## src/design/kmhf_pkg.sv

```systemverilog
// Shared types, constants and helper functions of the k-mer read pair filter.
package kmhf_pkg;

    localparam int TABLE_AW      = 16;
    localparam int TABLE_ENTRIES = 1 << TABLE_AW;
    localparam int MAX_KMER      = 32;

    localparam logic [63:0] HASH_MULT = 64'h9E37_79B9_7F4A_7C15;
    localparam int HASH_SHIFT = 29;
    localparam int HASH_W     = TABLE_AW + HASH_SHIFT;
    localparam int PP_LO_W    = 23;
    localparam int PP_HI_W    = HASH_W - PP_LO_W;

    localparam logic [1:0] KIND_INSERT = 2'd0;
    localparam logic [1:0] KIND_MATE1  = 2'd1;
    localparam logic [1:0] KIND_MATE2  = 2'd2;

    localparam logic [1:0] OP_LOOKUP  = 2'd0;
    localparam logic [1:0] OP_INS_FWD = 2'd1;
    localparam logic [1:0] OP_INS_RC  = 2'd2;
    localparam logic [1:0] OP_DECIDE  = 2'd3;

    localparam logic [1:0] CFG_KMER_LENGTH   = 2'd0;
    localparam logic [1:0] CFG_MIN_QUALITY   = 2'd1;
    localparam logic [1:0] CFG_HIT_THRESHOLD = 2'd2;

    localparam logic [2:0] BASE_N        = 3'd4;
    localparam logic [8:0] HIT_MAX       = 9'd511;
    localparam logic       RES_INSERT    = 1'b0;
    localparam logic       RES_PAIR      = 1'b1;

    typedef struct packed {
        logic [1:0]  code;
        logic        mate;
        logic [63:0] key;
    } t_op;

    function automatic logic [5:0] eff_k(input logic [5:0] len);
        logic [5:0] k;
        k = len;
        if (len == 6'd0) begin
            k = 6'd1;
        end else if (len > 6'(MAX_KMER)) begin
            k = 6'(MAX_KMER);
        end
        return k;
    endfunction

    function automatic logic [63:0] kmask(input logic [5:0] k);
        logic [63:0] m;
        if (k >= 6'(MAX_KMER)) begin
            m = '1;
        end else begin
            m = ~({64{1'b1}} << {k, 1'b0});
        end
        return m;
    endfunction

    function automatic logic [63:0] rev_comp(input logic [63:0] x, input logic [5:0] k);
        logic [63:0] inv;
        logic [63:0] rev;
        logic [6:0]  shamt;
        inv = ~x;
        for (int i = 0; i < 32; i++) begin
            rev[2*i +: 2] = inv[2*(31-i) +: 2];
        end
        shamt = 7'd64 - {k, 1'b0};
        return rev >> shamt;
    endfunction

endpackage

```

## src/design/kmhf_hash.sv

```systemverilog
// Two-stage pipelined multiplicative hash that maps a key to its home slot.
module kmhf_hash (
    input  logic                           i_clk,
    input  logic                           i_rst_n,
    input  logic                           i_op_valid,
    output logic                           o_op_ready,
    input  kmhf_pkg::t_op                  i_op,
    output logic                           o_op_valid,
    output kmhf_pkg::t_op                  o_op,
    output logic [kmhf_pkg::TABLE_AW-1:0]  o_slot,
    input  logic                           i_op_ready
);
    import kmhf_pkg::*;

    localparam logic [PP_LO_W-1:0] C_LO = HASH_MULT[PP_LO_W-1:0];
    localparam logic [PP_HI_W-1:0] C_HI = HASH_MULT[HASH_W-1:PP_LO_W];

    logic                  r_h1_valid;
    t_op                   r_h1_op;
    logic [HASH_W-1:0]     r_pp0;
    logic [PP_HI_W-1:0]    r_pp1;
    logic [PP_HI_W-1:0]    r_pp2;
    logic                  r_h2_valid;
    t_op                   r_h2_op;
    logic [TABLE_AW-1:0]   r_slot;

    logic                  adv1;
    logic                  adv2;
    logic [PP_LO_W-1:0]    a_lo;
    logic [PP_HI_W-1:0]    a_hi;
    logic [2*PP_LO_W-1:0]  p0;
    logic [2*PP_LO_W-1:0]  p1;
    logic [2*PP_LO_W-1:0]  p2;
    logic [PP_HI_W-1:0]    mid_sum;
    logic [HASH_W-1:0]     h;
    logic [TABLE_AW-1:0]   slot;

    assign adv2       = !r_h2_valid || i_op_ready;
    assign adv1       = !r_h1_valid || adv2;
    assign o_op_ready = adv1;

    assign a_lo = i_op.key[PP_LO_W-1:0];
    assign a_hi = i_op.key[HASH_W-1:PP_LO_W];
    assign p0   = (2*PP_LO_W)'(a_lo) * (2*PP_LO_W)'(C_LO);
    assign p1   = (2*PP_LO_W)'(a_lo) * (2*PP_LO_W)'(C_HI);
    assign p2   = (2*PP_LO_W)'(a_hi) * (2*PP_LO_W)'(C_LO);

    assign mid_sum = r_pp1 + r_pp2;
    assign h       = r_pp0 + {mid_sum, {PP_LO_W{1'b0}}};
    assign slot    = h[TABLE_AW-1:0] ^ h[HASH_W-1:HASH_SHIFT];

    always_ff @(posedge i_clk) begin
        if (!i_rst_n) begin
            r_h1_valid <= 1'b0;
            r_h2_valid <= 1'b0;
        end else begin
            if (adv1) begin
                r_h1_valid <= i_op_valid;
            end
            if (adv2) begin
                r_h2_valid <= r_h1_valid;
            end
        end
    end

    always_ff @(posedge i_clk) begin
        if (adv1) begin
            r_h1_op <= i_op;
            r_pp0   <= p0[HASH_W-1:0];
            r_pp1   <= p1[PP_HI_W-1:0];
            r_pp2   <= p2[PP_HI_W-1:0];
        end
        if (adv2) begin
            r_h2_op <= r_h1_op;
            r_slot  <= slot;
        end
    end

    assign o_op_valid = r_h2_valid;
    assign o_op       = r_h2_op;
    assign o_slot     = r_slot;

endmodule

```

## config.mk

```make
export PLATFORM = sky130hd
export DESIGN_NAME = kmhf_hash
export DESIGN_NICKNAME = d
export VERILOG_FILES = /design/src/design/kmhf_pkg.sv /design/src/design/kmhf_hash.sv
export SDC_FILE = /design/constraint.sdc
export NUM_CORES = 1
export LEC_CHECK = 0
export BUFFER_PORTS_ARGS = -buffer_cell sky130_fd_sc_hd__buf_2
export CAP_MARGIN = 20
export CELL_PAD_IN_SITES_DETAIL_PLACEMENT = 1
export CELL_PAD_IN_SITES_GLOBAL_PLACEMENT = 1
export CORE_MARGIN = 2
export CORE_UTILIZATION = 52
export CTS_BUF_LIST = sky130_fd_sc_hd__clkbuf_8
export CTS_CLUSTER_DIAMETER = 150
export CTS_CLUSTER_SIZE = 24
export DETAILED_ROUTE_END_ITERATION = 12
export PLACE_DENSITY_LB_ADDON = 0.05
export SYNTH_ARGS = -nofsm -noshare
export SYNTH_HDL_FRONTEND = slang
export SYNTH_SLANG_ARGS = --single-unit
```

## constraint.sdc

```tcl
create_clock -name i_clk -period 7.4 [get_ports i_clk]
set_input_delay 0.74 -clock i_clk [delete_from_list [all_inputs] [get_ports i_clk]]
set_output_delay 0.74 -clock i_clk [all_outputs]
set_load 0.02 [all_outputs]
```

Yosys cells after proc, flatten, opt, wreduce, memory -nomap -nowiden
Index checks and enable logic that the tools add are counted.
{"block": "classes", "n_reduce_logical": 4, "n_mul": 3, "n_bitwise": 1, "add_sub_neg": 2}
{"cell": "adder 45 bit", "n": 1}
{"cell": "multiplier 23 x 23 -> 45 bit, second input constant", "n": 1}
{"cell": "multiplier 22 x 23 -> 22 bit, second input constant", "n": 1}
{"cell": "multiplier 23 x 21 -> 21 bit, second input constant", "n": 1}
{"cell": "adder 22 bit", "n": 1}
{"cell": "bitwise XOR 16 bit", "n": 1}
{"cell": "zero test 1 bit", "n": 2}
{"cell": "logical OR 1 bit", "n": 2}
{"block": "totals", "elab_cells": 22, "reg_bits": 240, "output_inout_bits": 85}

Longest topological paths before layout
Gate-level depths: netlist of the first run.
{"block": "depth", "ltp_word": 3, "ltp_mapped": 24}

Worst setup path before layout of the first run
OpenSTA, ideal clock, no wires.
{"block": "synth_timing", "path_type": "input to register", "startpoint": "in i_op[14] (netlist bit)", "endpoint": "reg r_pp0[43] (data pin)", "slack_ns": 0.631, "cell_stages": 24, "setup_time_ns": 0.259, "t_arrival_ns": 6.510, "cell_sequence": "inv_1 > fa_1 > fa_1 > inv_1 > fa_1 > inv_1 > fa_1 > inv_1 > fa_1 > fa_1 > inv_1 > fa_1 > inv_1 > ha_1 > inv_1 > nor3_1 > nand4_1 > a31oi_1 > a41oi_1 > o311ai_2 > nand3b_1 > a31oi_2 > nor4b_1 > a211o_1"}
{"block": "synth_between", "elab_chain_len": 1}
{"element": "start, declared", "line": "kmhf_hash.sv:7", "source": "input kmhf_pkg::t_op i_op,"}
{"element": "multiplier 23 x 23 -> 45 bit", "line": "kmhf_hash.sv:44", "source": "assign p0 = (2*PP_LO_W)'(a_lo) * (2*PP_LO_W)'(C_LO);"}
{"element": "named net p0[43]", "line": "kmhf_hash.sv:31", "source": "logic [2*PP_LO_W-1:0] p0;"}
{"element": "end signal, assigned", "line": "kmhf_hash.sv:69", "source": "r_pp0 <= p0[HASH_W-1:0];"}
{"element": "end, declared", "line": "kmhf_hash.sv:20", "source": "logic [HASH_W-1:0] r_pp0;"}
The timed path passes the listed nets, and every way through them passes these cells.
A chain may end at the register's enable or synchronous reset.

Worst setup path after layout of the first run
{"block": "layout_timing", "startpoint": "in i_op[12] (netlist bit)", "endpoint": "reg r_pp0[43] (data pin)"}
The elaborated chain is that of the path after synthesis.

==> metrics.md, run 1 <==
| Metric | Value |
|---|---|
| Outcome | `completed` |
| Post-CTS setup buffer count | `0` |
| Final setup viols | `0` |
| Share of the synthesized area in the top cell type | `28.0%` |
| Initial antenna violation count | `1` |
| Cell row count | `79` |
| Via Count | `15580` |
| Hold path endpoint | `r_h1_op[50]` |
| Final slew viol count | `0` |
| Nets | `3115` |
| RR Endpoint | `o_slot[15]` |
| Mux share of post-synthesis cell area | `0%` |
| TritonCTS buffer count | `13` |
| Pre-antenna DRT Iters | `4` |
| RSZ-0062 raised after global routing | `false` |
| Hold wc startpoint | `i_op[50]` |
| Die width | `220 um` |
| Fmax | `145 MHz` |
| Syn avg cell area | `11.7 um2` |
| Most common cell after layout, fill and taps aside | `inv_1` |
| Root Driver | `clkbuf_8` |
| CP Capture Type | `register` |
| CP Launch Type | `input port` |
| DR WL met2 | `36.1 mm` |
| Wire length on met3 | `2.06 mm` |
| Seq cells post-synth | `228` |
| Final ANT Viol Nets | `0` |
| DR DRC count | `0` |
| All-layer global routing usage | `29.6%` |
| Longest Clk Path Bufs | `3` |
| Post-Syn Instances | `2067` |
| Synthesized area | `24200 um2` |
| Tmin final | `6.88 ns` |
| Post-synthesis compound-gate area fraction | `6.28%` |
| Fin. Hold Viols | `0` |
| H-tree depth | `1` |
| Synth Net Count | `2891` |
| Max Cap Viol | `0` |
| Clk slew on worst S/H paths | `0.15 ns` |
| Max Used Layer | `met4` |
| Reg-to-reg setup timing slack | `1.82 ns` |
| I/O Buffers | `155` |
| CTS tree | `done` |
| # hold bufs at CTS | `0` |
| Starting Density | `52.4%` |
| Seq/Total Area, Yosys | `28.2%` |
| Largest family of logic cells by synthesized area | `adder cells` |
| Clock Skews | `0.0380 ns` |
| Post-Synth XOR/XNOR Area | `5.45%` |
| Final GP Congestion | `0.977` |
| Worst-Margin Slew | `0.835 ns` |
| Headroom to the max-slew limit | `44.3%` |
| Top Ports | `156` |
| Synth area leader | `edfxtp_1` |
| Cts repair resizes | `0` |
| Clock latency on the worst-skew pair | `0.57 ns` |
| Setup TNS | `0 ns` |
| Critical path arrival | `7.22 ns` |
| Worst Path Required | `7.74 ns` |
| Ys async rst share | `0%` |
| Final period util | `92.9%` |
| Primary FF master, synth | `edfxtp_1` |
| First-pass GRT wire length | `104 mm` |
| Core Area | `46300 um2` |
| Met1 Routed Length | `28.1 mm` |
| Sink Count | `228` |
| Initial drt markers | `693` |
| Die Y | `220 um` |
| WL final | `69.1 mm` |
| Crit Path Class | `input port to register` |
| Number of synthesized flops with an enable pin | `226` |
| Top cells by area, synth | `edfxtp_1 (28%), fa_1 (26%), ha_1 (23%)` |
| DR vias/cell | `5.37` |
| Hold Crit Class | `input port to register` |
| Adder-cell share of the synthesized area | `48.5%` |
| Routed wire per std cell | `23.8 um` |
| DP HPWL | `60.3 mm` |
| YS warnings | `0` |
| Largest fanout on the critical path | `6` |
| Worst Reg-to-Reg Cells | `20` |
| Yosys cell types | `59` |
| Grt ovf | `0` |
| Simple-Gate Fraction of Synth Area | `3.36%` |
| Fillers | `4907` |
| Layout area overhead | `9.08%` |
| Vias in the first global route | `17637` |
| FF-to-FF Start | `r_h1_op[0]` |
| Largest net degree at the start of global routing | `123` |
| Layout cells sized above 1 | `10.6%` |
| WHS Path Cells | `1` |
| Die ar. | `48400 um2` |
| Commonest non-fill, non-tap cells in the layout | `inv_1 (533), ha_1 (442), fa_1 (311)` |
-- critical path: stages --
cell and delay (ns):
buf_2 0.20, inv_1 0.15, fa_1 0.48, inv_1 0.15
fa_1 0.45, fa_1 0.51, fa_1 0.54, fa_1 0.41
fa_1 0.52, inv_1 0.05, fa_1 0.48, inv_1 0.05
ha_1 0.37, inv_2 0.08, nor3_1 0.38, nand4_1 0.15
a31oi_1 0.24, a41oi_1 0.23, o311ai_2 0.33, nand3b_1 0.18
a31oi_2 0.22, nor4b_1 0.08, a211o_1 0.22
-- worst max-delay path by stage --
stage / cells past startpoint / slack [ns] / from / end
2_1_floorplan: 24 / 0.63 / i_op[14] / r_pp0[43]
3_3_place_gp: 23 / 0.10 / i_op[12] / r_pp0[43]
3_5_place_dp: 23 / -0.03 / i_op[12] / r_pp0[43]
4_1_cts: 23 / 0.61 / i_op[12] / r_pp0[43]
5_1_grt: 23 / 0.13 / i_op[12] / r_pp0[43]
6_report: 23 / 0.52 / i_op[12] / r_pp0[43]
-- registers in the layout (all words and copies together) (netlist names) --
| name | count |
|---|---|
| r_h1_op | 67 |
| r_pp0 | 36 |
| r_pp2 | 20 |
| o_op_valid | 1 |
| o_op | 67 |
| r_h1_valid | 1 |
| r_pp1 | 20 |
| o_slot | 16 |
-- per-layer routing --
metal	global-route usage [%]	vias up
met5	0	-
li1	-	7145
met1	36.0	8036
met3	2.10	110
met2	54.9	289
met4	10.6	0
-- logic make-up (layout without fill, tap and decap cells) --
logic type      after synthesis  count (layout)
other cells                   0               2
xor+xnor                    151             151
flops                       228             228
fa+ha+maj                   753             753
simple gates                170             170
compound gates              231             231
buf+inv                     534             761
-- cell usage after synthesis (2+ instances only) --
cell type	instances
ha_1	442
a31o_1	3
edfxtp_1	226
o21ai_0	32
a221oi_1	2
o21bai_1	13
o2111ai_1	2
a31oi_1	8
a41oi_1	3
xnor2_1	127
nand3b_1	3
nand3_1	13
dfxtp_1	2
o31ai_1	4
o21ai_1	7
o21a_1	16
or3_1	3
o211a_1	4
or2_2	4
and2_1	3
nor2_1	51
a21o_1	28
nand2_1	35
a211oi_1	5
nand4_1	4
inv_1	531
fa_1	311
nor3_1	21
o211ai_1	6
xor2_1	24
o31a_1	2
and3_1	7
a31o_2	2
nand2b_1	13
nor2b_1	9
a21oi_1	78
-- area by class of cell --
| cell class | instances | area (um2) | share of cell area (%) |
|---|---|---|---|
| Tap cell | 607 | 759 | 2.87 |
| Timing Repair Buffer | 211 | 1210 | 4.57 |
| Multi-Input combinational cell | 1305 | 15400 | 58.3 |
| Clock buffer | 13 | 179 | 0.676 |
| Antenna cell | 2 | 5.00 | 0.0189 |
| Clock inverter | 5 | 50.0 | 0.189 |
| Sequential cell | 228 | 6830 | 25.8 |
| Inverter | 532 | 2000 | 7.55 |
-- stage by stage --
step	setup slack (ns)	cell area [um2]	std cells	hold slack [ns]	utilization (%)
floorplan	0.631	24200	2067	0.400	-
global placement	0.100	26200	2883	0.400	56.7
detailed placement	-0.0279	26200	2883	0.405	56.7
CTS	0.613	26400	2901	0.301	57.2
global route	0.128	26400	2902	0.319	57.2
finish	0.525	26500	2903	0.339	57.2
Power of run 1 is left out: the tool's default activity adds up to more than one toggle a clock period on the data nets, which glitch-free logic cannot reach.
==> run 2, diff against run 1 <==
ABC_AREA = 1   (was default)
CORE_UTILIZATION = 51   (was 52)
==> metrics.md, run 2 <==
| Metric | Value |
|---|---|
| Levels on crit path | `22` |
| RSZ-0062 raised after global routing | `false` |
| Cts repair resizes | `0` |
| Clock Skews | `0.0732 ns` |
| Adder-cell share of the synthesized area | `44.0%` |
| Ys async rst share | `0%` |
| Clock latency on the worst-skew pair | `0.63 ns` |
| Grt ovf | `0` |
| Post-synthesis compound-gate area fraction | `4.79%` |
| RR Endpoint | `o_slot[14]` |
| Core Area | `51600 um2` |
| Syn avg cell area | `9.49 um2` |
| Final Instance Area | `28700 um2` |
| Primary FF master, synth | `edfxtp_1` |
| TritonCTS buffer count | `14` |
| Yosys cell types | `40` |
| Max Cap Viol | `0` |
| Worst Reg-to-Reg Cells | `19` |
| Final slew viol count | `0` |
| WL final | `83.7 mm` |
| Simple-Gate Fraction of Synth Area | `12.6%` |
| Synth Net Count | `3640` |
| Headroom to the max-slew limit | `36.0%` |
| Top cells by area, synth | `edfxtp_1 (25%), fa_1 (23%), ha_1 (21%)` |
| Via Count | `19784` |
| Largest stage delay on the critical path | `0.59 ns` |
| Starting Density | `51.8%` |
| Critical Path End | `r_pp1[21]` |
| Seq/Total Area, Yosys | `25.5%` |
| Final non-filler cell total | `3685` |
| Worst setup path start | `i_op[10]` |
| First-pass GRT wire length | `128 mm` |
| Critical path arrival | `6.67 ns` |
| Fin. Hold Viols | `0` |
| Synthesized area | `26700 um2` |
| Outcome | `completed` |
| Seq cells post-synth | `228` |
| Share of the synthesized area in the top cell type | `25.4%` |
| Final ANT Viol Nets | `0` |
| Setup TNS | `0 ns` |
| Sink Count | `228` |
| CP dominant cell by count | `fa_1` |
| Final GP Congestion | `0.932` |
| Commonest non-fill, non-tap cells in the layout | `inv_1 (695), nand2_1 (479), ha_1 (442)` |
| DP HPWL | `72.4 mm` |
| Slowest CP cell | `fa_1` |
| Reg-to-reg setup timing slack | `3.34 ns` |
| Synth area leader | `edfxtp_1` |
| Layout area overhead | `7.47%` |
| Post-place instance area | `28500 um2` |
| Initial drt markers | `940` |
| CP Launch Type | `input port` |
| Top Ports | `156` |
| Most common cell after layout, fill and taps aside | `inv_1` |
| Tmin final | `6.35 ns` |
| Initial antenna violation count | `5` |
| All-layer global routing usage | `31.8%` |
| Post-Synth XOR/XNOR Area | `3.34%` |
| I/O Buffers | `155` |
| Nets | `3821` |
| Crit Path Class | `input port to register` |
| Mux share of post-synthesis cell area | `0%` |
| Hold wc startpoint | `i_op[66]` |
| Largest net degree at the start of global routing | `124` |
| Commonest cells in the netlist | `inv_1 (691), nand2_1 (480), ha_1 (442)` |
| Vias in the first global route | `22438` |
| Pre-antenna DRT Iters | `5` |
| DR vias/cell | `5.37` |
| Root Driver | `clkbuf_8` |
| Cell row count | `83` |
| Number of synthesized flops with an enable pin | `226` |
| Fmax | `158 MHz` |
| Final period util | `85.8%` |
| Worst Path Required | `7.72 ns` |
| Die Y | `233 um` |
| Routed wire per std cell | `22.7 um` |
| Die ar. | `54300 um2` |
| YS warnings | `0` |
| Post-CTS setup buffer count | `0` |
| Largest family of logic cells by synthesized area | `adder cells` |
| Placed cells | `3661` |
| Die width | `233 um` |
| Most common cell in the netlist | `inv_1` |
| Hold Crit Class | `input port to register` |
| DR DRC count | `0` |
| Clk slew on worst S/H paths | `0.14 ns` |
| Buf/Inv on CP | `6` |
| Fillers | `6028` |
| # hold bufs at CTS | `0` |
| Top delay family on crit path | `adder cells` |
| Layout cells sized above 1 | `7.13%` |
| Largest fanout on the critical path | `7` |
| CP Capture Type | `register` |
| Worst-Margin Slew | `0.961 ns` |
| Final setup viols | `0` |
| Post-Syn Instances | `2816` |
| CTS tree | `done` |
| FF-to-FF Start | `r_h1_op[0]` |
| H-tree depth | `1` |
| Cell Chain, Critical Path | `buf_2 > inv_1 > fa_1 > fa_1 > inv_1 > fa_1 > fa_1 > fa_1 > fa_1 > inv_1 > fa_1 > inv_1 > ha_1 > nand2_1 > inv_1 > nand3_1 > nor2_1 > nand3_1 > nor2_1 > nor2_1 > nand3_1 > nand2_1` |
| Longest Clk Path Bufs | `3` |
-- run 2: changes by cell type in the layout (fill, tap and decap cells not counted), moves of 9 or more --
cell,change
a21oi_1,+40
nand3_1,+83
a21o_1,-16
nor2b_1,-9
o21ai_0,+29
nand2b_1,-13
nor2_1,+110
nand2_1,+445
inv_1,+162
xor2_1,+56
xnor2_1,-105
buf_4,-46
nand4_1,+25
o21a_1,-16
-- run 2: how the worst min path moves through the flow --
stage	end	slack, ns	depth (start not counted)
6_report	r_h1_op[66]	0.30	1
5_1_grt	r_h1_op[66]	0.27	1
4_1_cts	r_h1_op[66]	0.26	1
3_5_place_dp	o_op[62]	0.41	0
3_3_place_gp	o_op[50]	0.40	0
2_1_floorplan	o_op[10]	0.40	0
-- run 2: logic make-up (layout without fill, tap and decap cells) --
| group | after synthesis | in the layout |
|---|---|---|
| AOI/OAI and AO/OA | 231 | 231 |
| xor gates and xnor gates | 102 | 102 |
| adders and majority gates | 753 | 753 |
| buffers and inverters | 693 | 880 |
| DFF | 228 | 228 |
| other | 0 | 2 |
| and+or+nand+nor | 809 | 809 |
-- run 2: per-layer routing --
metal | part of all wire [%] | routed length (um) | track usage (%)
met4 | 5.0 | 4200 | 14.3
met1 | 40 | 33300 | 37.7
met3 | 4.4 | 3700 | 4.28
met2 | 51 | 42400 | 57.4
met5 | 0.031 | 26 | 0
-- run 2: final cells by class --
type	count	area [um2]	area share, %
timing repair buffer	165	863	3.01
inverter	693	2600	9.06
tap	680	851	2.96
multi-input combinational	1895	17300	60.3
clock inverter	8	65.1	0.226
sequential	228	6830	23.8
clock buffer	14	193	0.671
antenna	2	5.00	0.0174
-- run 2: per-stage QoR --
step	hold WS, ns	util, %	setup WS [ns]
global placement	0.401	55.2	0.600
floorplan	0.400	-	1.57
CTS	0.256	55.6	1.13
finish	0.296	55.7	1.05
detailed placement	0.405	55.2	0.527
global route	0.274	55.7	0.830
-- run 2: worst reg2reg max path, delay by kind of cell (launching register included) --
family                   cells  cell delay, ns
buffers and inverters        2            0.13
adder cells (fa/ha/maj)      3            1.22
XOR/XNOR                     1            0.16
flip-flops                   1            0.55
AO/OA/AOI/OAI                2            0.37
AND/OR/NAND/NOR             11            1.41
Power of run 2 is left out for the same reason.
