$ cat config.mk
export PLATFORM = sky130hd
export DESIGN_NAME = kmhf_front
export DESIGN_NICKNAME = d
export VERILOG_FILES = /design/src/design/kmhf_pkg.sv /design/src/design/kmhf_front.sv
export SDC_FILE = /design/constraint.sdc
export NUM_CORES = 1
export LEC_CHECK = 0
export BUFFER_PORTS_ARGS = -buffer_cell sky130_fd_sc_hd__buf_2
export CAP_MARGIN = 30
export CORE_ASPECT_RATIO = 0.9
export CORE_MARGIN = 2
export CORE_UTILIZATION = 40
export DETAILED_ROUTE_END_ITERATION = 8
export PLACE_DENSITY = 0.7
export SLEW_MARGIN = 10
export SYNTH_ARGS = -nofsm -noshare
export SYNTH_HDL_FRONTEND = slang
export SYNTH_SLANG_ARGS = --single-unit
$ cat constraint.sdc
create_clock -name i_clk -period 5.9 [get_ports i_clk]
set_clock_uncertainty 0.15 [all_clocks]
set_input_delay 0.59 -clock i_clk [delete_from_list [all_inputs] [get_ports i_clk]]
set_output_delay 0.59 -clock i_clk [all_outputs]
set_load 0.005 [all_outputs]
$ cat src/design/kmhf_pkg.sv
// Shared types, constants and helper functions of the k-mer read pair filter.
package kmhf_pkg;

    localparam int TABLE_AW      = 16;
    localparam int TABLE_ENTRIES = 1 << TABLE_AW;
    localparam int MAX_KMER      = 32;

    localparam logic [63:0] HASH_MULT = 64'h9E37_79B9_7F4A_7C15;
    localparam int HASH_SHIFT = 29;
    localparam int HASH_W     = TABLE_AW + HASH_SHIFT;
    localparam int PP_LO_W    = 23;
    localparam int PP_HI_W    = HASH_W - PP_LO_W;

    localparam logic [1:0] KIND_INSERT = 2'd0;
    localparam logic [1:0] KIND_MATE1  = 2'd1;
    localparam logic [1:0] KIND_MATE2  = 2'd2;

    localparam logic [1:0] OP_LOOKUP  = 2'd0;
    localparam logic [1:0] OP_INS_FWD = 2'd1;
    localparam logic [1:0] OP_INS_RC  = 2'd2;
    localparam logic [1:0] OP_DECIDE  = 2'd3;

    localparam logic [1:0] CFG_KMER_LENGTH   = 2'd0;
    localparam logic [1:0] CFG_MIN_QUALITY   = 2'd1;
    localparam logic [1:0] CFG_HIT_THRESHOLD = 2'd2;

    localparam logic [2:0] BASE_N        = 3'd4;
    localparam logic [8:0] HIT_MAX       = 9'd511;
    localparam logic       RES_INSERT    = 1'b0;
    localparam logic       RES_PAIR      = 1'b1;

    typedef struct packed {
        logic [1:0]  code;
        logic        mate;
        logic [63:0] key;
    } t_op;

    function automatic logic [5:0] eff_k(input logic [5:0] len);
        logic [5:0] k;
        k = len;
        if (len == 6'd0) begin
            k = 6'd1;
        end else if (len > 6'(MAX_KMER)) begin
            k = 6'(MAX_KMER);
        end
        return k;
    endfunction

    function automatic logic [63:0] kmask(input logic [5:0] k);
        logic [63:0] m;
        if (k >= 6'(MAX_KMER)) begin
            m = '1;
        end else begin
            m = ~({64{1'b1}} << {k, 1'b0});
        end
        return m;
    endfunction

    function automatic logic [63:0] rev_comp(input logic [63:0] x, input logic [5:0] k);
        logic [63:0] inv;
        logic [63:0] rev;
        logic [6:0]  shamt;
        inv = ~x;
        for (int i = 0; i < 32; i++) begin
            rev[2*i +: 2] = inv[2*(31-i) +: 2];
        end
        shamt = 7'd64 - {k, 1'b0};
        return rev >> shamt;
    endfunction

endpackage

$ cat src/design/kmhf_front.sv
// Input stage: base window and run tracking, insert splitting into two table operations.
module kmhf_front (
    input  logic             i_clk,
    input  logic             i_rst_n,
    input  logic             i_in_valid,
    output logic             o_in_ready,
    input  logic [1:0]       i_kind,
    input  logic [63:0]      i_key,
    input  logic [2:0]       i_base_code,
    input  logic [6:0]       i_quality,
    input  logic             i_last_base,
    input  logic [5:0]       i_k,
    input  logic [6:0]       i_min_quality,
    input  logic             i_hold,
    output logic             o_op_valid,
    output kmhf_pkg::t_op    o_op,
    input  logic             i_op_ready
);
    import kmhf_pkg::*;

    logic [63:0] r_window;
    logic [63:0] n_window;
    logic [5:0]  r_run;
    logic [5:0]  n_run;
    logic        r_rc_pend;
    logic        n_rc_pend;
    logic [63:0] r_ins_key;
    logic        r_op_valid;
    t_op         r_op;

    logic        slot_free;
    logic        accept;
    logic [63:0] mask;
    logic        base_bad;
    logic [63:0] win_shift;
    logic [5:0]  run_inc;
    logic        emit;
    t_op         emit_op;

    assign slot_free  = !r_op_valid || i_op_ready;
    assign o_in_ready = !i_hold && !r_rc_pend && slot_free;
    assign accept     = i_in_valid && o_in_ready;
    assign mask       = kmask(i_k);
    assign base_bad   = (i_base_code >= BASE_N) || (i_quality < i_min_quality);
    assign win_shift  = {r_window[61:0], i_base_code[1:0]};
    assign run_inc    = (r_run == 6'd63) ? r_run : r_run + 6'd1;

    always_comb begin
        n_window  = r_window;
        n_run     = r_run;
        n_rc_pend = r_rc_pend;
        emit      = 1'b0;
        emit_op   = '0;
        if (r_rc_pend && slot_free) begin
            emit         = 1'b1;
            emit_op.code = OP_INS_RC;
            emit_op.key  = rev_comp(r_ins_key, i_k);
            n_rc_pend    = 1'b0;
        end else if (accept) begin
            case (i_kind) inside
                KIND_INSERT: begin
                    emit         = 1'b1;
                    emit_op.code = OP_INS_FWD;
                    emit_op.key  = i_key & mask;
                    n_rc_pend    = 1'b1;
                end
                KIND_MATE1, KIND_MATE2: begin
                    if (i_last_base) begin
                        n_window = '0;
                        n_run    = '0;
                        if (i_kind == KIND_MATE2) begin
                            emit         = 1'b1;
                            emit_op.code = OP_DECIDE;
                        end
                    end else if (base_bad) begin
                        n_run = '0;
                    end else begin
                        n_window = win_shift;
                        n_run    = run_inc;
                        if (run_inc >= i_k) begin
                            emit         = 1'b1;
                            emit_op.code = OP_LOOKUP;
                            emit_op.mate = (i_kind == KIND_MATE2);
                            emit_op.key  = win_shift & mask;
                        end
                    end
                end
                default: ;
            endcase
        end
    end

    always_ff @(posedge i_clk) begin
        if (!i_rst_n) begin
            r_window   <= '0;
            r_run      <= '0;
            r_rc_pend  <= 1'b0;
            r_op_valid <= 1'b0;
        end else begin
            r_window  <= n_window;
            r_run     <= n_run;
            r_rc_pend <= n_rc_pend;
            if (slot_free) begin
                r_op_valid <= emit;
            end
        end
    end

    always_ff @(posedge i_clk) begin
        if (slot_free && emit) begin
            r_op <= emit_op;
        end
        if (accept && i_kind == KIND_INSERT) begin
            r_ins_key <= i_key & mask;
        end
    end

    assign o_op_valid = r_op_valid;
    assign o_op       = r_op;

endmodule

## Word level (Yosys, flattened, before mapping)

Index checks and enable logic that the tools add are counted.

- Register bits: 201
- Bits in latches: 0
- Memory bits (writable): 0
- ROM bits: 0
- Bits of input ports: 95
- Memories: 0

- Add/sub/neg operators: 2
- Multipliers: 0
- Divide/modulo/power cells: 0
- $lt $le $gt $ge: 4
- Equal/unequal tests: 4
- Shifts and indexed selects: 2
- Mux-type cells: 27
- Bitwise gates (word level): 10
- Reduce and logical (&&, ||, !) cells: 19

Operators by type and width:

| cell | count |
|---|---|
| two-way mux 64 bit | 4 |
| two-way mux 67 bit | 2 |
| two-way mux 65 bit | 2 |
| bitwise AND 64 bit | 2 |
| NOT 64 bit | 2 |
| two-way mux 62 bit | 2 |
| << shifter 64 x 7 -> 64 bit (first input constant) | 1 |
| right shift 64 x 7 -> 64 bit | 1 |
| two-way mux 6 bit | 3 |
| two-way mux 1 bit | 10 |
| two-way mux 2 bit | 4 |
| < comparator 7 bit | 1 |
| OR reduction 7 bit | 1 |
| subtractor 7 bit (first input constant) | 1 |
| adder 6 x 1 -> 6 bit (second input constant) | 1 |
| equality test 6 bit (second input constant) | 1 |
| greater-or-equal comparator 6 bit | 1 |
| greater-or-equal comparator 6 bit (second input constant) | 1 |
| logical AND 1 bit | 6 |
| NOT 1 bit | 6 |
| OR reduction 2 bit | 3 |
| AND reduction 5 bit | 1 |
| AND reduction 4 bit | 1 |
| greater-or-equal comparator 3 bit (second input constant) | 1 |
| 7 further kinds | 10 |

## Depth between registers and ports, before layout

Gate-level depths: netlist of run 1.

- Depth after elaboration: 11
- Depth in mapped cells: 14

## Worst setup path after synthesis of run 1

No wires, ideal clock.

- Path type: input to register
- Start point: in i_k[3]
- End point: reg r_op, in the netlist o_op[0] (enable)
- Setup time: 715 ps
- Data arrival time: 3646 ps
- Required time: 5035 ps
- Slack: 1390 ps
- Stages: 9
- Cell sequence: buf_2 -> buf_1 -> clkinv_1 -> ha_1 -> and3_1 -> a221oi_1 -> nor2_1 -> a21o_1 -> nand2b_1

- Longest elaborated chain between the ends: 9

Ends and longest elaborated chain:

| what | line | RTL |
|---|---|---|
| start: declaration | kmhf_front.sv:12 | `input logic [5:0] i_k,` |
| greater-or-equal comparator 6 bit | kmhf_front.sv:80 | `if (run_inc >= i_k) begin` |
| two-way mux 1 bit | kmhf_front.sv:80 |  |
| two-way mux 1 bit | kmhf_front.sv:75 | `end else if (base_bad) begin` |
| two-way mux 1 bit | kmhf_front.sv:68 | `if (i_last_base) begin` |
| two-way mux 1 bit (2 in a row) | kmhf_front.sv:60 | `case (i_kind) inside` |
| two-way mux 1 bit | kmhf_front.sv:59 | `end else if (accept) begin` |
| two-way mux 1 bit | kmhf_front.sv:54 | `if (r_rc_pend && slot_free) begin` |
| logical AND 1 bit | kmhf_front.sv:110 | `if (slot_free && emit) begin` |
| end signal: assignment | kmhf_front.sv:111 | `r_op <= emit_op;` |
| end: declaration | kmhf_front.sv:29 | `t_op r_op;` |

Every way passes these cells.
A chain may end at the register's enable or synchronous reset.

==> impl_metrics.xml, run 1 <==
<?xml version="1.0" encoding="UTF-8"?>
<metrics>
  <group name="status">
    <metric name="outcome" unit="">complete, no violations</metric>
  </group>
  <group name="place">
    <metric name="placed_cell_area" unit="mm²">0.0132</metric>
    <metric name="gp_routability_congestion" unit="">1.02</metric>
    <metric name="place.detailed.instances" unit="">1599</metric>
    <metric name="detailed_place_hpwl" unit="µm">35100</metric>
    <metric name="portBuffers" unit="">163</metric>
    <metric name="dp_worst_setup_slack" unit="ns">1.09</metric>
  </group>
  <group name="timing">
    <metric name="worstMarginPinSlew" unit="ns">1.02</metric>
    <metric name="smallest_setup_slack_after_layout" unit="ns">1.56</metric>
    <metric name="final_hold_viol_count" unit="">0</metric>
    <metric name="fin_tns_setup" unit="ns">0</metric>
    <metric name="fmax" unit="GHz">0.230</metric>
    <metric name="post_route_hold_slack" unit="ns">0.225</metric>
    <metric name="rsz_0062_raised_after_global_routing" unit="">false</metric>
    <metric name="timing.final.max_slew_violations" unit="">0</metric>
    <metric name="setup-violations-final" unit="">0</metric>
    <metric name="finalCritPeriodShare" unit="%">73.6</metric>
    <metric name="finalWorstPathRequiredPeriod" unit="ns">4.34</metric>
    <metric name="timing.max_slew.rel_slack" unit="%">32.1</metric>
  </group>
  <group name="logic_synthesis">
    <metric name="syn-instance-count" unit="">1094</metric>
    <metric name="ys_seq_area_share" unit="%">44.7</metric>
    <metric name="synth-warning-count" unit="">0</metric>
    <metric name="async_reset_ff_share" unit="%">0</metric>
    <metric name="synth-seq-cells" unit="">201</metric>
    <metric name="avgSynthCellArea" unit="µm²">10.9</metric>
    <metric name="ys_top_cells_by_count" unit="">edfxtp_1, a22oi_1, nor2b_1</metric>
    <metric name="postSynth.topFlopCell" unit="">edfxtp_1</metric>
    <metric name="netlist_area" unit="mm²">0.0119</metric>
    <metric name="synth_top_cell_by_area" unit="">edfxtp_1</metric>
    <metric name="post-synth-top-count-cell" unit="">edfxtp_1</metric>
    <metric name="synth.top_cell.area_share" unit="%">33.0</metric>
    <metric name="synth_fp_nets" unit="">1208</metric>
    <metric name="ys_types" unit="">59</metric>
    <metric name="synth-edff-count" unit="">131</metric>
    <metric name="synth.top_cells.by_area" unit="">edfxtp_1, dfxtp_1, mux4_2, a22oi_1, nor2b_1</metric>
  </group>
  <group name="route">
    <metric name="post_drt_via_cell_ratio" unit="">6.40</metric>
    <metric name="initialDrtViolationCount" unit="">1302</metric>
    <metric name="met1_length" unit="µm">18800</metric>
    <metric name="wl_met3" unit="µm">5650</metric>
    <metric name="route.detailed.wl_per_inst" unit="µm">28.4</metric>
    <metric name="route.antenna.remaining_nets" unit="">0</metric>
    <metric name="detailed_route_drc_error_count" unit="">0</metric>
    <metric name="topRoutingLayerUsed" unit="">met4</metric>
    <metric name="met2_wirelength" unit="µm">20200</metric>
    <metric name="count_of_tritonroute_iterations_in_the_first_routing_pass" unit="">6</metric>
    <metric name="via_count" unit="">10500</metric>
    <metric name="drt_wl_total" unit="µm">46500</metric>
  </group>
  <group name="die">
    <metric name="placement_rows" unit="">59</metric>
    <metric name="initial_util" unit="%">41.0</metric>
    <metric name="dieHeight" unit="µm">168</metric>
    <metric name="floorplan.die_area" unit="mm²">0.0312</metric>
    <metric name="die_w" unit="µm">186</metric>
    <metric name="number_of_ports_placed_on_the_die_boundary" unit="">164</metric>
    <metric name="placeableCoreArea" unit="mm²">0.0291</metric>
  </group>
  <group name="cts">
    <metric name="sink_count" unit="">201</metric>
    <metric name="post-cts-setup-buffer-count" unit="">0</metric>
    <metric name="max-clock-path-buffers" unit="">3</metric>
    <metric name="cts.reportedPaths.clkPinSlew" unit="ns">0.06</metric>
    <metric name="num_cts_buffers" unit="">23</metric>
    <metric name="cts.root.buffer_cell" unit="">clkbuf_16</metric>
    <metric name="ctsHoldBuffers" unit="">0</metric>
    <metric name="insertion_delay" unit="ns">0.53</metric>
    <metric name="htree_num_levels" unit="">1</metric>
    <metric name="tritoncts_clock_tree" unit="">built</metric>
    <metric name="cts_resized" unit="">0</metric>
  </group>
  <group name="finish">
    <metric name="design_area" unit="mm²">0.0139</metric>
    <metric name="antenna-diode-count" unit="">0</metric>
    <metric name="synthToLayoutAreaGrowth" unit="%">16.7</metric>
    <metric name="finalCoreUtilization" unit="%">47.8</metric>
    <metric name="drive_gt1_share" unit="%">26.2</metric>
    <metric name="finish.net_count" unit="">1343</metric>
    <metric name="final-instance-count-excl-fill" unit="">1641</metric>
  </group>
  <group name="run">
    <metric name="drv_cap" unit="">0</metric>
  </group>
  <group name="setup_path">
    <metric name="worstPathArrival" unit="ns">4.43</metric>
    <metric name="critical_path.max_fanout" unit="">28</metric>
    <metric name="critPathLaunchType" unit="">primary input</metric>
    <metric name="slowest_delay" unit="ns">0.85</metric>
    <metric name="cp_top_family" unit="">buffers and inverters</metric>
    <metric name="worst-path-buf-inv" unit="">4</metric>
    <metric name="worstSetupEndpointType" unit="">register</metric>
    <metric name="slowest_stage" unit="">ha_1</metric>
    <metric name="timing_worst_setup_path_type" unit="">primary input to register</metric>
    <metric name="cp_cell_sequence" unit="">buf_4 &gt; inv_1 &gt; ha_2 &gt; ha_1 &gt; clkinv_1 &gt; nand3_1 &gt; nor4_4 &gt; buf_4 &gt; a32o_1 &gt; a221oi_1 &gt; nand2_1</metric>
    <metric name="worst_path_most_repeated_cell" unit="">buf_4</metric>
    <metric name="crit_required" unit="ns">5.98</metric>
  </group>
  <group name="global_route">
    <metric name="wire_length_of_the_first_global_routing_pass" unit="µm">66500</metric>
    <metric name="globalRouteTotalUtil" unit="%">29.3</metric>
    <metric name="antenna_found_initial" unit="">1</metric>
    <metric name="grt.overflow.total" unit="">0</metric>
    <metric name="grt_pass1_vias" unit="">10100</metric>
    <metric name="largest_net_degree_at_the_start_of_global_routing" unit="">68</metric>
  </group>
  <group name="pwr">
    <metric name="leakage" unit="nW">5.23</metric>
    <metric name="ir_drop" unit="µV">197</metric>
    <metric name="design_power_total" unit="mW">3.51</metric>
    <metric name="power-per-cell-area" unit="mW/mm²">252</metric>
  </group>
  <group name="worst_hold_path">
    <metric name="hp-class" unit="">primary input to register</metric>
  </group>
</metrics>
==> state kept, by name, indices dropped and copies added (netlist names) <==
name	cells
r_window	62
o_op_valid	1
r_run	6
o_op	67
r_rc_pend	1
r_ins_key	64
==> where the power goes <==
group	total, mW	internal, mW	switching, mW
sequential	1.54	1.52	0.0159
combinational	0.553	0.200	0.353
clock	1.42	0.813	0.604
total	3.51	2.54	0.973
==> worst reg2reg max path, stage by stage, from the launching register on <==
cell and delay [ns]:
dfxtp_1 0.39, ha_1 0.21, and3_1 0.23, nand3_1 0.23, nand3_1 0.16, o21a_1 0.16
ha_1 0.24, a21oi_1 0.13, o21ai_0 0.11, a221oi_1 0.61, nor4_2 0.13, buf_4 0.26
nand2_1 0.37, o21ai_0 0.23
==> path summary, 6_finish.rpt <==
path                         endpoint  slack (ns)             startpoint  depth (start not counted)
min reg2reg     r_run[5]$_SDFFE_PN0P_        0.34  r_run[5]$_SDFFE_PN0P_                          2
max reg2reg        o_op[37]$_DFFE_PP_        2.00  r_run[0]$_SDFFE_PN0P_                         13
min          r_window[0]$_SDFFE_PN0P_        0.23         i_base_code[0]                          3
max                 o_op[0]$_DFFE_PP_        1.56                 i_k[0]                         11
==> cell usage in the layout (no fill, tap or decap), types with 6 or more instances in the layout <==
master / n
ha_1: 18
a31oi_1: 6
and2_1: 48
a31o_2: 8
clkbuf_16: 23
inv_1: 17
a21oi_1: 26
nand2_1: 85
mux2_2: 21
buf_4: 22
buf_2: 164
nor3_1: 9
nor2_1: 24
clkinv_1: 6
edfxtp_1: 131
o22ai_1: 11
mux2i_1: 46
and3_1: 8
mux4_2: 50
a21o_1: 19
nand2b_1: 19
a32oi_1: 12
nand3_1: 48
dfxtp_1: 70
nor2b_1: 89
o21ai_0: 45
a22oi_1: 110
==> layer usage <==
| metal | GRT usage [%] | vias up |
|---|---|---|
| met1 | 40.7 | 5197 |
| met5 | 0 | - |
| li1 | - | 4489 |
| met3 | 9.15 | 121 |
| met4 | 10.8 | 0 |
| met2 | 43.0 | 697 |
==> logic make-up after synthesis <==
group           synth area share, %
simple gates                   16.9
xor+xnor                      0.367
mux                            15.3
flops                          44.7
buf+inv                        3.42
compound gates                 17.3
fa+ha+maj                      1.99
==> layout make-up <==
class,count,area [µm²]
fill,2714,15200
clock inverter,10,88.8
multi-input combinational,795,6240
tap,396,495
sequential,201,5340
clock buffer,31,646
inverter,20,75.1
timing repair buffer,188,1030
Note: power is estimated with default switching activity, not from simulation.
==> run 2, diff against run 1 <==
--- a/config.mk
+++ b/config.mk
@@ -5,13 +5,14 @@
 export SDC_FILE = /design/constraint.sdc
 export NUM_CORES = 1
 export LEC_CHECK = 0
+export ABC_AREA = 1
 export BUFFER_PORTS_ARGS = -buffer_cell sky130_fd_sc_hd__buf_2
 export CAP_MARGIN = 30
 export CORE_ASPECT_RATIO = 0.9
 export CORE_MARGIN = 2
 export CORE_UTILIZATION = 40
 export DETAILED_ROUTE_END_ITERATION = 8
-export PLACE_DENSITY = 0.7
+export PLACE_DENSITY = 0.72
 export SLEW_MARGIN = 10
 export SYNTH_ARGS = -nofsm -noshare
 export SYNTH_HDL_FRONTEND = slang
==> constraint.sdc (replaced) <==
create_clock -name i_clk -period 3.9 [get_ports i_clk]
set_clock_uncertainty 0.15 [all_clocks]
set_input_delay 0.39 -clock i_clk [delete_from_list [all_inputs] [get_ports i_clk]]
set_output_delay 0.39 -clock i_clk [all_outputs]
set_load 0.005 [all_outputs]
==> run 2 against run 1 <==
Compared with the run above:
- cell area rose by 1.9%
- non-clock buffer count grew 4
- combinational power grew 93%
- final cell count up 36%
- routed wire length increased by 6.2%
- flip-flop and latch count stayed put
- worst hold slack got worse by 0.21 ns
- critical path depth is 6 higher
- sequential share of layout area shrank 0.72 points
- critical path type is now register to register
- largest cell class unchanged
- highest routed layer unchanged
==> impl_metrics.xml, run 2 <==
<?xml version="1.0" encoding="UTF-8"?>
<metrics>
  <group name="place">
    <metric name="portBuffers" unit="">163</metric>
    <metric name="gp_routability_congestion" unit="">1.00</metric>
    <metric name="dp_worst_setup_slack" unit="ns">0.735</metric>
    <metric name="detailed_place_hpwl" unit="µm">37100</metric>
  </group>
  <group name="timing">
    <metric name="fmax" unit="GHz">0.310</metric>
    <metric name="setup-violations-final" unit="">0</metric>
    <metric name="smallest_setup_slack_after_layout" unit="ns">0.672</metric>
    <metric name="rsz_0062_raised_after_global_routing" unit="">false</metric>
    <metric name="worstMarginPinSlew" unit="ns">0.981</metric>
    <metric name="final_hold_viol_count" unit="">0</metric>
    <metric name="finalWorstPathRequiredPeriod" unit="ns">3.23</metric>
    <metric name="fin_tns_setup" unit="ns">0</metric>
    <metric name="timing.max_slew.rel_slack" unit="%">33.9</metric>
    <metric name="timing.final.max_slew_violations" unit="">0</metric>
    <metric name="finalCritPeriodShare" unit="%">82.8</metric>
  </group>
  <group name="cts">
    <metric name="num_cts_buffers" unit="">22</metric>
    <metric name="cts.reportedPaths.clkPinSlew" unit="ns">0.06</metric>
    <metric name="max-clock-path-buffers" unit="">3</metric>
    <metric name="cts.root.buffer_cell" unit="">clkbuf_16</metric>
    <metric name="insertion_delay" unit="ns">0.51</metric>
    <metric name="tritoncts_clock_tree" unit="">built</metric>
    <metric name="htree_num_levels" unit="">1</metric>
    <metric name="sink_count" unit="">201</metric>
  </group>
  <group name="logic_synthesis">
    <metric name="postSynth.topFlopCell" unit="">edfxtp_1</metric>
    <metric name="synth_fp_nets" unit="">1815</metric>
    <metric name="ys_types" unit="">35</metric>
    <metric name="synth.top_cells.by_area" unit="">edfxtp_1, nand3_1, nand2_1, dfxtp_1, a21oi_1</metric>
    <metric name="synth_top_cell_by_area" unit="">edfxtp_1</metric>
    <metric name="synth-warning-count" unit="">0</metric>
    <metric name="ys_top_cells_by_count" unit="">nand2_1, nand3_1, edfxtp_1</metric>
    <metric name="synth.top_cell.area_share" unit="%">31.9</metric>
    <metric name="netlist_area" unit="mm²">0.0123</metric>
    <metric name="synth-edff-count" unit="">131</metric>
    <metric name="syn-instance-count" unit="">1701</metric>
    <metric name="async_reset_ff_share" unit="%">0</metric>
    <metric name="synth-seq-cells" unit="">201</metric>
    <metric name="ys_seq_area_share" unit="%">43.3</metric>
    <metric name="avgSynthCellArea" unit="µm²">7.25</metric>
    <metric name="post-synth-top-count-cell" unit="">nand2_1</metric>
  </group>
  <group name="finish">
    <metric name="area.sequential" unit="mm²">0.00534</metric>
    <metric name="synthToLayoutAreaGrowth" unit="%">15.0</metric>
    <metric name="final_common_cell" unit="">nand2_1</metric>
    <metric name="largest_reg_flops" unit="">67</metric>
    <metric name="layout_common_cells" unit="">nand2_1, nand3_1, buf_2</metric>
    <metric name="finish.net_count" unit="">1928</metric>
    <metric name="multi_input_area" unit="mm²">0.00597</metric>
    <metric name="fillers" unit="">3000</metric>
    <metric name="drive_gt1_share" unit="%">14.0</metric>
    <metric name="finalCoreUtilization" unit="%">47.1</metric>
    <metric name="antenna-diode-count" unit="">0</metric>
  </group>
  <group name="pwr">
    <metric name="ir_drop" unit="µV">365</metric>
    <metric name="leakage" unit="nW">6.10</metric>
    <metric name="power-per-cell-area" unit="mW/mm²">391</metric>
  </group>
  <group name="setup_path">
    <metric name="r2r.worst_path.cells" unit="">17</metric>
    <metric name="setup.worst_path.start" unit="">r_run[1]$_SDFFE_PN0P_</metric>
    <metric name="reg2reg_to" unit="">o_op[31]$_DFFE_PP_</metric>
    <metric name="critical_path.max_fanout" unit="">26</metric>
    <metric name="worstPathArrival" unit="ns">3.45</metric>
    <metric name="worstSetupEndpointType" unit="">register</metric>
    <metric name="r2r_start" unit="">r_run[1]$_SDFFE_PN0P_</metric>
    <metric name="crit_required" unit="ns">4.12</metric>
    <metric name="critical_path.endpoint" unit="">o_op[31]$_DFFE_PP_</metric>
    <metric name="r2r_setup_slk" unit="ns">0.67</metric>
    <metric name="critPathLaunchType" unit="">register</metric>
    <metric name="timing_worst_setup_path_type" unit="">register to register</metric>
  </group>
  <group name="route">
    <metric name="count_of_tritonroute_iterations_in_the_first_routing_pass" unit="">6</metric>
    <metric name="route.antenna.remaining_nets" unit="">0</metric>
    <metric name="post_drt_via_cell_ratio" unit="">5.84</metric>
    <metric name="detailed_route_drc_error_count" unit="">0</metric>
    <metric name="route.detailed.wl_per_inst" unit="µm">22.1</metric>
    <metric name="drt_wl_total" unit="µm">49400</metric>
    <metric name="via_count" unit="">13000</metric>
    <metric name="initialDrtViolationCount" unit="">1700</metric>
  </group>
  <group name="die">
    <metric name="placeableCoreArea" unit="mm²">0.0301</metric>
    <metric name="initial_util" unit="%">41.0</metric>
    <metric name="floorplan.die_area" unit="mm²">0.0322</metric>
    <metric name="dieHeight" unit="µm">171</metric>
    <metric name="placement_rows" unit="">60</metric>
    <metric name="number_of_ports_placed_on_the_die_boundary" unit="">164</metric>
    <metric name="die_w" unit="µm">189</metric>
  </group>
  <group name="global_route">
    <metric name="grt.overflow.total" unit="">0</metric>
    <metric name="wire_length_of_the_first_global_routing_pass" unit="µm">72300</metric>
    <metric name="largest_net_degree_at_the_start_of_global_routing" unit="">70</metric>
    <metric name="globalRouteTotalUtil" unit="%">29.8</metric>
    <metric name="antenna_found_initial" unit="">0</metric>
    <metric name="grt_pass1_vias" unit="">12200</metric>
  </group>
  <group name="worst_hold_path">
    <metric name="hp-class" unit="">primary input to register</metric>
    <metric name="hold-path-cell-count" unit="">3</metric>
    <metric name="worstHoldStart" unit="">i_base_code[1]</metric>
  </group>
  <group name="status">
    <metric name="outcome" unit="">complete, no violations</metric>
  </group>
  <group name="run">
    <metric name="drv_cap" unit="">0</metric>
  </group>
</metrics>
==> run 2: kinds of logic (layout without fill, tap and decap cells) <==
group | Yosys count | in the layout | share of synthesized area (%)
buffers and inverters | 234 | 363 | 8.37
flip-flops | 201 | 201 | 43.3
AO/OA/AOI/OAI | 169 | 169 | 7.29
AND/OR/NAND/NOR | 1075 | 1075 | 38.8
XOR/XNOR | 3 | 3 | 0.365
adder cells (fa/ha/maj) | 19 | 19 | 1.93
==> run 2: power by group <==
part / leakage, nW / switching (mW) / internal, mW
sequential: 1.75 / 0.0270 / 2.32
combinational: 3.99 / 0.774 / 0.294
clock: 0.362 / 0.862 / 1.27
total: 6.10 / 1.66 / 3.89
==> run 2: per-stage QoR <==
| stage | hold WS [ns] | cell area [µm²] | power, mW | instances |
|---|---|---|---|---|
| after global placement | 0.300 | 13400 | 3.42 | 2191 |
| after detailed placement | 0.303 | 13400 | 3.42 | 2191 |
| after CTS | 0.00627 | 14200 | 5.51 | 2232 |
| final | 0.0137 | 14200 | 5.55 | 2233 |
| after global routing | 0.0233 | 14200 | 5.70 | 2233 |
| after floorplan | 0.290 | 12300 | 3.01 | 1701 |
==> run 2: how the worst min path moves through the flow <==
stage / end / slack, ns
after global placement: r_window[60]$_SDFFE_PN0P_ / 0.30
after CTS: r_window[1]$_SDFFE_PN0P_ / 0.006
after floorplan: r_window[61]$_SDFFE_PN0P_ / 0.29
final: r_window[1]$_SDFFE_PN0P_ / 0.01
after detailed placement: r_window[60]$_SDFFE_PN0P_ / 0.30
after global routing: r_window[1]$_SDFFE_PN0P_ / 0.02
==> run 2: metal layers <==
layer  part of all wire, %  global-route usage [%]  routed length (µm)
met1                    40                    39.7               19800
met3                    12                    7.88                5840
met5                     0                       0                   0
met4                   5.3                    14.6                2620
met2                    43                    44.9               21200
==> run 2: area by class of cell <==
cell class	count	area share (%)
multi-input combinational	1266	42.1
timing repair buffer	192	8.10
clock inverter	8	0.635
clock buffer	32	4.51
sequential	201	37.6
tap	403	3.56
inverter	131	3.49
==> run 2: what timing repair did <==
item | in CTS | in global routing
gates resized for setup | 0 | 0
buffers inserted | 0 | 0
hold buffers | 1 | 0
hold endpoints to repair | 1 | 0
==> run 2: critical path, cell delays in order (launching register included) <==
cell and delay, ns:
dfxtp_1 0.36, ha_1 0.18, nand2_1 0.05, inv_1 0.06
nand2_1 0.07, nor2_1 0.16, nand2_1 0.15, xor2_1 0.18
ha_1 0.28, o21ai_0 0.08, nand2_1 0.06, nand2_1 0.04
nand2_1 0.11, inv_1 0.06, nor2_2 0.56, buf_12 0.27
nand4_1 0.12, nand3_1 0.11
==> run 3, diff against run 2 <==
==> constraint.sdc (replaced) <==
create_clock -name i_clk -period 2.9 [get_ports i_clk]
set_clock_uncertainty 0.15 [all_clocks]
set_input_delay 0.29 -clock i_clk [delete_from_list [all_inputs] [get_ports i_clk]]
set_output_delay 0.29 -clock i_clk [all_outputs]
set_load 0.005 [all_outputs]
==> run 3 against run 2 <==
Compared with the run above:
- die area is the same
- fmax grew 13%
- highest routed layer unchanged
- worst hold slack lost 0.012 ns
- critical endpoint is now o_op[9]$_DFFE_PP_
==> impl_metrics.xml, run 3 (synthesis results as in run 2) <==
<?xml version="1.0" encoding="UTF-8"?>
<metrics>
  <group name="status">
    <metric name="outcome" unit="">complete, no violations</metric>
  </group>
  <group name="die">
    <metric name="number_of_ports_placed_on_the_die_boundary" unit="">164</metric>
    <metric name="dieHeight" unit="µm">171</metric>
    <metric name="floorplan.die_area" unit="mm²">0.0322</metric>
    <metric name="die_w" unit="µm">189</metric>
    <metric name="initial_util" unit="%">41.0</metric>
    <metric name="placement_rows" unit="">60</metric>
    <metric name="placeableCoreArea" unit="mm²">0.0301</metric>
  </group>
  <group name="finish">
    <metric name="antenna-diode-count" unit="">0</metric>
    <metric name="finalCoreUtilization" unit="%">49.2</metric>
    <metric name="finish.net_count" unit="">1985</metric>
    <metric name="drive_gt1_share" unit="%">15.3</metric>
    <metric name="largest_reg_flops" unit="">67</metric>
    <metric name="layout_common_cells" unit="">nand2_1, nand3_1, buf_2</metric>
    <metric name="final_common_cell" unit="">nand2_1</metric>
    <metric name="synthToLayoutAreaGrowth" unit="%">20.2</metric>
  </group>
  <group name="route">
    <metric name="initialDrtViolationCount" unit="">1642</metric>
    <metric name="route.antenna.remaining_nets" unit="">0</metric>
    <metric name="route.detailed.wl_per_inst" unit="µm">21.7</metric>
    <metric name="via_count" unit="">13200</metric>
    <metric name="post_drt_via_cell_ratio" unit="">5.75</metric>
    <metric name="detailed_route_drc_error_count" unit="">0</metric>
    <metric name="count_of_tritonroute_iterations_in_the_first_routing_pass" unit="">6</metric>
    <metric name="drt_wl_total" unit="µm">49800</metric>
  </group>
  <group name="global_route">
    <metric name="grt_use_met2" unit="%">46.8</metric>
    <metric name="largest_net_degree_at_the_start_of_global_routing" unit="">69</metric>
    <metric name="grt_pass1_vias" unit="">12300</metric>
    <metric name="wire_length_of_the_first_global_routing_pass" unit="µm">72800</metric>
    <metric name="grt_busiest_layer" unit="">met2</metric>
    <metric name="grt.overflow.total" unit="">0</metric>
    <metric name="globalRouteTotalUtil" unit="%">29.8</metric>
    <metric name="grt_util_met3" unit="%">5.44</metric>
    <metric name="antenna_found_initial" unit="">1</metric>
    <metric name="grt.met1_usage" unit="%">41.2</metric>
  </group>
  <group name="setup_path">
    <metric name="cp_top_family" unit="">simple AND/OR/NAND/NOR gates</metric>
    <metric name="worst-path-buf-inv" unit="">3</metric>
    <metric name="critPathLaunchType" unit="">register</metric>
    <metric name="reg2reg_to" unit="">o_op[9]$_DFFE_PP_</metric>
    <metric name="slowest_stage" unit="">dfxtp_2</metric>
    <metric name="worstPathArrival" unit="ns">2.95</metric>
    <metric name="crit_required" unit="ns">3.00</metric>
    <metric name="cp_cell_sequence" unit="">ha_1 &gt; nand2_1 &gt; inv_1 &gt; nand2_1 &gt; nor2_2 &gt; nand2_2 &gt; nand2_1 &gt; ha_1 &gt; a21oi_1 &gt; nor2_1 &gt; nor2_1 &gt; nand2_2 &gt; nand2_2 &gt; nor2_4 &gt; buf_12 &gt; buf_6 &gt; nand3_1 &gt; nand3_1</metric>
    <metric name="critical_path.max_fanout" unit="">6</metric>
    <metric name="r2r_start" unit="">r_run[1]$_SDFFE_PN0P_</metric>
    <metric name="critical_path_depth" unit="">18</metric>
    <metric name="timing_worst_setup_path_type" unit="">register to register</metric>
    <metric name="setup.worst_path.start" unit="">r_run[1]$_SDFFE_PN0P_</metric>
    <metric name="worstSetupEndpointType" unit="">register</metric>
    <metric name="r2r_setup_slk" unit="ns">0.04</metric>
    <metric name="r2r.worst_path.cells" unit="">18</metric>
    <metric name="slowest_delay" unit="ns">0.35</metric>
    <metric name="critical_path.endpoint" unit="">o_op[9]$_DFFE_PP_</metric>
  </group>
  <group name="cts">
    <metric name="num_cts_buffers" unit="">22</metric>
    <metric name="insertion_delay" unit="ns">0.51</metric>
    <metric name="sink_count" unit="">201</metric>
    <metric name="cts.reportedPaths.clkPinSlew" unit="ns">0.06</metric>
    <metric name="tritoncts_clock_tree" unit="">built</metric>
    <metric name="cts.root.buffer_cell" unit="">clkbuf_16</metric>
    <metric name="htree_num_levels" unit="">1</metric>
    <metric name="max-clock-path-buffers" unit="">3</metric>
  </group>
  <group name="pwr">
    <metric name="ir_drop" unit="µV">350</metric>
    <metric name="internal-power" unit="mW">5.20</metric>
    <metric name="clock_network_fraction_of_total_power" unit="%">37.1</metric>
    <metric name="leakage" unit="nW">6.38</metric>
    <metric name="power-per-cell-area" unit="mW/mm²">500</metric>
    <metric name="sw_frac_of_total" unit="%">29.8</metric>
    <metric name="pwr-share-comb" unit="%">20.2</metric>
    <metric name="p_seq_share" unit="%">42.7</metric>
    <metric name="design_power_total" unit="mW">7.41</metric>
    <metric name="p_sw" unit="mW">2.21</metric>
  </group>
  <group name="place">
    <metric name="gp_routability_congestion" unit="">1.03</metric>
    <metric name="detailed_place_hpwl" unit="µm">37400</metric>
    <metric name="portBuffers" unit="">163</metric>
  </group>
  <group name="timing">
    <metric name="worstMarginPinSlew" unit="ns">0.725</metric>
    <metric name="fmax" unit="GHz">0.350</metric>
    <metric name="finalWorstPathRequiredPeriod" unit="ns">2.86</metric>
    <metric name="timing.final.max_slew_violations" unit="">0</metric>
    <metric name="timing.max_slew.rel_slack" unit="%">51.7</metric>
    <metric name="finalCritPeriodShare" unit="%">98.5</metric>
    <metric name="final_hold_viol_count" unit="">0</metric>
    <metric name="setup-violations-final" unit="">0</metric>
  </group>
  <group name="worst_hold_path">
    <metric name="hp-class" unit="">primary input to register</metric>
  </group>
  <group name="run">
    <metric name="drv_cap" unit="">0</metric>
  </group>
</metrics>
==> run 3: cell types whose count changed in the layout (fill, tap and decap cells not counted), sizes merged <==
cell,previous run,this run
dlygate4sd3,1,34
buf,191,214
clkbuf,32,36
bufinv,2,0
inv,131,129
clkinvlp,0,1
==> run 3: metal layers <==
layer	wire, µm	up-vias
met5	0	-
met4	2010	0
met3	5110	133
met2	22100	733
met1	20500	6204
li1	-	6103
==> run 3: worst min-delay path by stage <==
stage / slack (ns) / endpoint / cells past startpoint / start
6_report: 0.002 / r_ins_key[20]$_DFFE_PP_ / 3 / i_key[20]
5_1_grt: 0.009 / r_ins_key[27]$_DFFE_PP_ / 3 / i_key[27]
4_1_cts: 0.0006 / r_ins_key[59]$_DFFE_PP_ / 3 / i_key[59]
3_5_place_dp: 0.31 / r_window[60]$_SDFFE_PN0P_ / 2 / r_window[60]$_SDFFE_PN0P_
3_3_place_gp: 0.30 / r_window[60]$_SDFFE_PN0P_ / 2 / r_window[60]$_SDFFE_PN0P_
2_1_floorplan: 0.24 / o_op_valid$_SDFFE_PN0N_ / 2 / i_rst_n
==> run 3: worst register-to-register path, delay by kind of cell, from the launching register on <==
kind / cells / cell delay [ns]
AO/OA/AOI/OAI: 1 / 0.18
buffers and inverters: 3 / 0.36
adder cells (fa/ha/maj): 2 / 0.43
AND/OR/NAND/NOR: 12 / 1.14
flip-flops: 1 / 0.35
==> run 3: power groups by stage <==
stage | combinational, mW | sequential (mW) | clock [mW]
final | 1.50 | 3.16 | 2.75
after CTS | 1.45 | 3.16 | 2.76
after global placement | 1.41 | 3.22 | 0
after global routing | 1.60 | 3.16 | 2.87
after floorplan | 0.834 | 3.21 | 0
after detailed placement | 1.41 | 3.22 | 0
==> run 3: what timing repair did <==
action                                  4_1_cts  5_1_grt
endpoints found under the setup margin        0      132
hold endpoints to repair                     34        0
resized for setup                             0       13
setup buffers                                 0        1
hold buffers                                 34        0
==> run 3: stage by stage <==
stage	cell area (µm²)	hold slack (ns)	cells	setup TNS [ns]	worst slack, ns
5_1_grt	14800	0.00925	2290	-0.401	-0.0425
4_1_cts	14700	0.000596	2286	0	0.0560
2_1_floorplan	12300	0.238	1701	0	0.0689
3_5_place_dp	13700	0.311	2212	0	0.0704
6_report	14800	0.00157	2290	0	0.0431
3_3_place_gp	13700	0.300	2212	0	0.120
==> run 3: layout make-up <==
type	instances	area (µm²)
clock buffer	35	684
clock inverter	5	30.0
fill	2998	15300
inverter	131	495
multi-input combinational	1266	6000
sequential	201	5340
tap	403	504
timing repair buffer	249	1770
